`src/hdl/c3d_pkg.sv`:
```
package c3d_pkg;

  localparam int unsigned DefMaxWidth  = 64;
  localparam int unsigned DefMaxHeight = 64;
  localparam int unsigned DefMaxDepth  = 64;
  localparam int unsigned DefMaxKernel = 5;

  localparam int unsigned SampleW = 16;
  localparam int unsigned IdxW    = 7;
  localparam int unsigned CoordW  = 6;
  localparam int unsigned JobW    = 10;
  localparam int unsigned ValueW  = 32;
  localparam int unsigned CfgW    = 7;
  localparam int unsigned CfgIdxW = 2;
  localparam int unsigned AccW    = 48;

  typedef enum logic [CfgIdxW-1:0] {
    RegWidth  = 2'd0,
    RegHeight = 2'd1,
    RegDepth  = 2'd2,
    RegKernel = 2'd3
  } reg_idx_e;

  typedef enum logic [1:0] {
    BkIdle,
    BkRun,
    BkDrain,
    BkOut
  } bk_state_e;

  typedef struct packed {
    logic [JobW-1:0] ox;
    logic [JobW-1:0] oy;
    logic [JobW-1:0] oz;
    logic            last;
  } job_t;

endpackage

```
`src/hdl/c3d_front.sv`:
```
module c3d_front import c3d_pkg::*; #(
  parameter int unsigned MaxWidth  = DefMaxWidth,
  parameter int unsigned MaxHeight = DefMaxHeight,
  parameter int unsigned MaxDepth  = DefMaxDepth,
  parameter int unsigned MaxKernel = DefMaxKernel,
  parameter int unsigned XW = (MaxWidth  > 1) ? $clog2(MaxWidth)  : 1,
  parameter int unsigned YW = (MaxHeight > 1) ? $clog2(MaxHeight) : 1,
  parameter int unsigned SW = (MaxKernel > 1) ? $clog2(MaxKernel) : 1,
  parameter int unsigned WAW = $clog2(MaxKernel * MaxKernel * MaxKernel + 1)
) (
  input  logic               clk_i,
  input  logic               rst_ni,
  input  logic               acc_i,
  input  logic               action_i,
  input  logic [IdxW-1:0]    weight_index_i,
  input  logic signed [SampleW-1:0] sample_value_i,
  input  logic [CfgW-1:0]    w_i,
  input  logic [CfgW-1:0]    h_i,
  input  logic [CfgW-1:0]    d_i,
  input  logic [2:0]         k_i,
  output logic               wt_we_o,
  output logic [WAW-1:0]     wt_addr_o,
  output logic               px_we_o,
  output logic [SW-1:0]      px_slot_o,
  output logic [YW-1:0]      px_y_o,
  output logic [XW-1:0]      px_x_o,
  output logic               job_o,
  output job_t               job_data_o
);

  localparam int unsigned WWords = MaxKernel * MaxKernel * MaxKernel;

  logic [10:0] px_q, px_d, py_q, py_d, pz_q, pz_d;
  logic [SW-1:0] slot_q, slot_d;
  logic [10:0] w, h, d, k, x, y, z;
  logic        oob, go;

  always_comb begin
    w = (w_i == '0) ? 11'd1 : ((11'(w_i) > 11'(MaxWidth))  ? 11'(MaxWidth)  : 11'(w_i));
    h = (h_i == '0) ? 11'd1 : ((11'(h_i) > 11'(MaxHeight)) ? 11'(MaxHeight) : 11'(h_i));
    d = (d_i == '0) ? 11'd1 : ((11'(d_i) > 11'(MaxDepth))  ? 11'(MaxDepth)  : 11'(d_i));
    k = (k_i == '0) ? 11'd1 : ((11'(k_i) > 11'(MaxKernel)) ? 11'(MaxKernel) : 11'(k_i));
    oob = (px_q >= w) || (py_q >= h) || (pz_q >= d);
    x = oob ? '0 : px_q;
    y = oob ? '0 : py_q;
    z = oob ? '0 : pz_q;
    go = acc_i && action_i;
    wt_we_o = acc_i && !action_i && (32'(weight_index_i) < WWords);
    wt_addr_o = WAW'(weight_index_i);
    px_we_o = go;
    px_slot_o = oob ? '0 : slot_q;
    px_x_o = XW'(x);
    px_y_o = YW'(y);
    job_o = go && (x + 11'd1 >= k) && (y + 11'd1 >= k) && (z + 11'd1 >= k);
    job_data_o.ox = JobW'(x + 11'd1 - k);
    job_data_o.oy = JobW'(y + 11'd1 - k);
    job_data_o.oz = JobW'(z + 11'd1 - k);
    job_data_o.last = (x == w - 11'd1) && (y == h - 11'd1) && (z == d - 11'd1);
    px_d = px_q; py_d = py_q; pz_d = pz_q; slot_d = slot_q;
    if (go) begin
      slot_d = px_slot_o;
      if (x + 11'd1 < w) begin
        px_d = x + 11'd1; py_d = y; pz_d = z;
      end else begin
        px_d = '0;
        if (y + 11'd1 < h) begin
          py_d = y + 11'd1; pz_d = z;
        end else begin
          py_d = '0;
          if (z + 11'd1 < d) begin
            pz_d = z + 11'd1;
            slot_d = (32'(px_slot_o) == MaxKernel - 1) ? '0 : px_slot_o + SW'(1);
          end else begin
            pz_d = '0;
            slot_d = '0;
          end
        end
      end
    end
  end

  always_ff @(posedge clk_i or negedge rst_ni) begin
    if (!rst_ni) begin
      px_q <= '0; py_q <= '0; pz_q <= '0; slot_q <= '0;
    end else begin
      px_q <= px_d; py_q <= py_d; pz_q <= pz_d; slot_q <= slot_d;
    end
  end

endmodule

```
`config.mk`:
```
export PLATFORM = sky130hd
export DESIGN_NAME = c3d_front
export DESIGN_NICKNAME = d
export VERILOG_FILES = /design/src/hdl/c3d_pkg.sv /design/src/hdl/c3d_front.sv
export SDC_FILE = /design/constraint.sdc
export NUM_CORES = 1
export LEC_CHECK = 0
export BUFFER_PORTS_ARGS = -buffer_cell sky130_fd_sc_hd__buf_2
export CAP_MARGIN = 20
export CORE_MARGIN = 3
export CORE_UTILIZATION = 40
export CTS_CLUSTER_DIAMETER = 30
export DETAILED_ROUTE_END_ITERATION = 8
export GPL_ROUTABILITY_DRIVEN = 0
export GPL_TIMING_DRIVEN = 0
export SLEW_MARGIN = 40
export SYNTH_ARGS = -nofsm -noshare
export SYNTH_HDL_FRONTEND = slang
export SYNTH_SLANG_ARGS = --single-unit
```
`constraint.sdc`:
```
create_clock -name clk_i -period 19.95 [get_ports clk_i]
set_clock_uncertainty 0.05 [all_clocks]
set_input_delay 3.99 -clock clk_i [delete_from_list [all_inputs] [get_ports clk_i]]
set_output_delay 3.99 -clock clk_i [all_outputs]
set_load 0.05 [all_outputs]
```
== Word level (Yosys, flattened, before mapping) ==
Index checks and enable logic that the tools add are counted.
Storage, ports and cells
  register bits after elaboration: 36
  input port bits: 51
  output and inout bits: 56
  word-level logic and storage cells: 69
Operators by class
  add/sub/neg operators: 10
  order comparisons: 14
  eq/ne operators: 4
  muxes and demuxes: 22
  reductions and logical operators: 15
Operators by type and width (count)
  $mux 11: 9
  $mux 7: 6
  $add 11x1->11 const B: 3
  $eq 11x11->1: 3
  $ge 11x3->1: 3
  $ge 11x7->1: 3
  $lt 11x7->1: 3
  $sub 10x3->10: 3
  $sub 7x1->8 const B: 3
  $gt 7x7->1 const B: 3
  $logic_not 7->1: 3
  $mux 3: 7
  $logic_and 1x1->1: 8
  $lt 7x7->1 const B: 1
  $add 3x1->3 const B: 1
  $eq 3x3->1 const B: 1
  $gt 3x3->1 const B: 1
  $logic_not 3->1: 1
  $logic_or 1x1->1: 2
  $logic_not 1->1: 1

== Depth between registers and ports, before layout ==
  word-level depth: 12
  gate-level depth with buffers: 27
  mapped depth without buffers: 23

== Worst setup path before layout ==
Ideal clock, no wire load.
  path kind: input port to output port
  start: input port h_i[2]
  end: output port job_o
  data arrival time: 9.882 ns
  required time: 15.910 ns
  setup slack: 6.028 ns
  stages: 21
  buffers on the path: 2
  cells stage by stage: or4_4 > nor2_1 > o21ai_0 > inv_1 > ha_1 > nor3b_1 > o21ai_0 > a22oi_1 > nand3_1 > clkbuf_1 > clkbuf_1 > nor2_1 > ha_1 > ha_1 > a21o_1 > a21o_1 > nand2b_1 > or3_1 > a21oi_1 > o21ai_0 > and3_1
Between the ends
  word-level cells in the longest chain between the ends: 12
  elaborated cells between the ends (all ways): 19
  those cells by class: add/sub: 3; order compare: 5; mux: 5; reduce/logical: 6
Ends and longest elaborated chain
  from (decl): RTL line c3d_front.sv:18  | input logic [CfgW-1:0] h_i,
  $gt 7x7->1: RTL line c3d_front.sv:40  | h = (h_i == '0) ? 11'd1 : ((11'(h_i) > 11'(MaxHeight)) ? 11'(MaxHeight) : 11'(h_i));
  $mux 7: RTL line c3d_front.sv:40
  $mux 7 (*): RTL line c3d_front.sv:40
  $ge 11x7->1 (*): RTL line c3d_front.sv:43  | oob = (px_q >= w) || (py_q >= h) || (pz_q >= d);
  $logic_or 1x1->1 (*) (2 in series): RTL line c3d_front.sv:43
  $mux 11 (*): RTL line c3d_front.sv:44  | x = oob ? '0 : px_q;
  net px_x_o[0]: RTL line c3d_front.sv:26  | output logic [XW-1:0] px_x_o,
  $add 11x1->11 (*): RTL line c3d_front.sv:54  | job_o = go && (x + 11'd1 >= k) && (y + 11'd1 >= k) && (z + 11'd1 >= k);
  $ge 11x3->1 (*): RTL line c3d_front.sv:54
  $logic_and 1x1->1 (*) (3 in series): RTL line c3d_front.sv:54
  to (decl): RTL line c3d_front.sv:27  | output logic job_o,
Mark *: on every way through the listed nets, which the timed path passes. The rest lies on a longest branch.

== Worst setup path after layout ==
  start: input port h_i[2]
  end: output port job_o
Between the ends
  word-level cells in the longest chain between the ends: 12
  elaborated cells between the ends (all ways): 19
  those cells by class: add/sub: 3; order compare: 5; mux: 5; reduce/logical: 6
Ends and longest elaborated chain (RTL line)
  $gt 7x7->1: c3d_front.sv:40
  $mux 7: c3d_front.sv:40
  $mux 7 (*): c3d_front.sv:40
  $ge 11x7->1 (*): c3d_front.sv:43
  $logic_or 1x1->1 (*) (2 in series): c3d_front.sv:43
  $mux 11: c3d_front.sv:44
  $add 11x1->11: c3d_front.sv:54
  $ge 11x3->1: c3d_front.sv:54
  $logic_and 1x1->1 (2 in series): c3d_front.sv:54
  $logic_and 1x1->1 (*): c3d_front.sv:54
Mark *: on every way between the ends. The rest lies on a longest branch, timed or not.

==> flow_summary_export.csv <==
group,metric,value,unit
yosys,synth_seq_area_share,20.2,%
yosys,syn_nets,680,
setup_path,crit_slowest_cell,"or4_4",
clocking,cts_tree,"done",
sta,hold_slack,0.437,ns
drt,antenna_left,0,
floorplan,die_w,112,um
drt,post_drt_wl_per_cell,17.9,um
power_and_ir_drop,switchingPower,325,uW
power_and_ir_drop,p_int,223,uW
power_and_ir_drop,p_seq_share,15.7,%
global_routing,grt_pass1_wl,22900,um
floorplan,core_area,10600,um2
setup_path,crit_fanout,10,
sta,setup_viol,0,
yosys,synth_top_area_cell,"dfrtp_1",
clocking,cts_buffers,5,
sta,rsz0062_at_grt,"no",
clocking,postCtsHoldBufs,0,
power_and_ir_drop,pwr-share-clk,12.2,%
yosys,synth_area_leaders,"dfrtp_1, ha_1, o21ai_0",
global_routing,grt_max_degree,37,
flow_run,cap_violations,0,
yosys,synth_top_area_share,20.2,%
clocking,cts_num_sinks,36,
power_and_ir_drop,ir_worst_vdd,0.173,mV
yosys,ys_seq_elements,36,
floorplan,die-area,12500,um2
place,place_area,5080,um2
sta,max_freq,0.0714,GHz
floorplan,start_util,42.1,%
layout,final_area,5190,um2
power_and_ir_drop,pwr-share-comb,72.1,%
worst_hold_path,holdCritPathClass,"reg -> reg",
drt,dr.pass1.iters,5,
setup_path,cpPeakStageDelay,0.54,ns
outcome,outcome,"finished, final reports clean",
floorplan,fp-row-count,37,
place,port_buffers,89,
setup_path,worstPathArrival,9.97,ns
global_routing,overflow,0,
global_routing,grt_usage,22.5,%
layout,layout.cells.most_common_list,"buf_2, ha_1, nand2_1",
power_and_ir_drop,netSwitchingFraction,59.3,%
clocking,clk_latency,0.31,ns
layout,drive_gt1_share,17.3,%
drt,drt_iter0_drc,276,
clocking,cts-resized-gates,0,
sta,fin_crit,14.01,ns
setup_path,cp.required,15.91,ns
setup_path,path_cells,"buf_2, or4_4, nor2_1, o21ai_0, inv_1, ha_1, nor3b_1, o21ai_0, a22oi_1, nand3_1, clkbuf_1, clkbuf_1, nor2_1, ha_1, xor2_1, ha_1, a21o_1, nand2b_1, or3_1, a21oi_1, o21ai_0, and3_1, buf_2",
layout,syn_to_final_growth,16.3,%
place,place_ws,6.06,ns
floorplan,io_pins,107,
yosys,syn_area,4460,um2
yosys,syn_inst,567,
floorplan,die_y,112,um
drt,routed_wl,14300,um
drt,route.vias.total,4569,
place,hpwl,11500,um
setup_path,cp-start-kind,"input pin",
power_and_ir_drop,power_density,106,nW/um2
yosys,syn_avg_cell_area,7.87,um2
yosys,synth_cell_types,60,
layout,antenna_cells,0,
global_routing,grt_pass1_vias,4338,
clocking,htreeDepth,2,
clocking,clk_path_buf_depth,2,
sta,slew-limit-headroom,49.9,%
layout,final_nets,776,
sta,maxSlewViolCount,0,
global_routing,grt_antenna_before_repair,0,
yosys,synth_edf_count,0,
sta,hold_viol,0,
yosys,ys.warnings.count,0,
clocking,cts-root-buf,"clkbuf_8",
clocking,clk_pin_slew,0.07,ns
setup_path,cp-end-kind,"output port",
sta,post-route-period-util,70.2,%
clocking,postCtsSetupRepairBufs,0,
yosys,yosys_most_used_dff,"dfrtp_1",
layout,fillCellCount,1086,
sta,tns,0,ns
layout,final_common_cell,"buf_2",
power_and_ir_drop,p_leak,0.00263,uW
yosys,postSynth.asyncResetShare,100,%
sta,setup_ws,5.94,ns
drt,route.detailed.drc,0,
drt,via_per_inst,5.71,
setup_path,critPathKind,"in -> out",
sta,worst_slew_pin_slew,0.745,ns
[sequential cells by signal (all words and copies together), names as in the netlist]
name and count:
pz_q 11, slot_q 3, px_q 11, py_q 11
[cell usage after synthesis (all sizes together) (9+ instances only)]
library cell,n
a21o,11
a21oi,25
nand2b,14
and3,10
a22o,12
nand3,23
and2,24
xnor2,18
buf,14
o21ai,41
ha,59
dfrtp,36
xor2,22
nor2b,9
inv,35
nor3,14
nand2,50
clkbuf,14
nor2,40
[power by group through the flow]
stage                     logic [uW]  clock network [uW]  registers, uW
after floorplan                  303                   0           84.7
after global placement           388                   0           87.2
after detailed placement         392                   0           87.1
after CTS                        394                67.9           85.7
after global routing             423                71.9           86.9
final                            395                66.9           86.0
[per-layer routing]
metal,part of all wire (%),vias up,global-route usage [%],wire (um)
met1,48,2172,33.2,6850
met3,5.4,15,2.39,777
li1,-,2223,-,-
met5,0,-,0,0
met2,45,159,35.5,6480
met4,1.6,0,5.11,223
[logic make-up after synthesis]
kind of cell / synth area share [%]
and+or+nand+nor: 26.4
AOI/OAI and AO/OA: 20.3
buffers and inverters: 6.22
adders and majority gates: 17.9
xor gates and xnor gates: 7.85
DFF: 20.2
muxes: 1.12
[area by class of cell]
| cell class | instances | area, um2 | share of cell area, % |
|---|---|---|---|
| Buffer | 28 | 146 | 2.82 |
| Inverter | 35 | 131 | 2.53 |
| Clock buffer | 5 | 68.8 | 1.33 |
| Clock inverter | 3 | 42.5 | 0.819 |
| Sequential cell | 36 | 901 | 17.3 |
| Multi-Input combinational cell | 468 | 3280 | 63.3 |
| Timing Repair Buffer | 89 | 448 | 8.63 |
| Tap cell | 136 | 170 | 3.28 |
[worst paths after layout]
| kind | start | endpoint | slack, ns | cells after the start |
|---|---|---|---|---|
| setup reg to reg | pz_q[7] | slot_q[1] | 13.38 | 20 |
| max in group asynchronous | rst_ni | px_q[1] | 15.92 | 1 |
| hold / removal | px_q[8] | px_q[8] | 0.44 | 1 |
| setup / recovery | h_i[2] | job_o | 5.94 | 23 |
| min in group asynchronous | rst_ni | slot_q[1] | 3.60 | 1 |
| hold reg to reg | px_q[8] | px_q[8] | 0.44 | 1 |
[worst max-delay path, delay by kind of cell]
family / cells / cell delay (ns)
AOI/OAI and AO/OA: 6 / 1.09
buffers and inverters: 5 / 1.27
xor gates and xnor gates: 1 / 0.30
adders and majority gates: 3 / 0.97
and+or+nand+nor: 8 / 2.36
[stage by stage]
stage | util, % | cells | power, uW
4_1_cts | 49.0 | 800 | 548
3_5_place_dp | 47.9 | 792 | 479
6_report | 49.0 | 800 | 548
2_1_floorplan | - | 567 | 387
3_3_place_gp | 47.9 | 792 | 475
5_1_grt | 49.0 | 800 | 581
No activity file was read; power rests on OpenSTA's default activity.
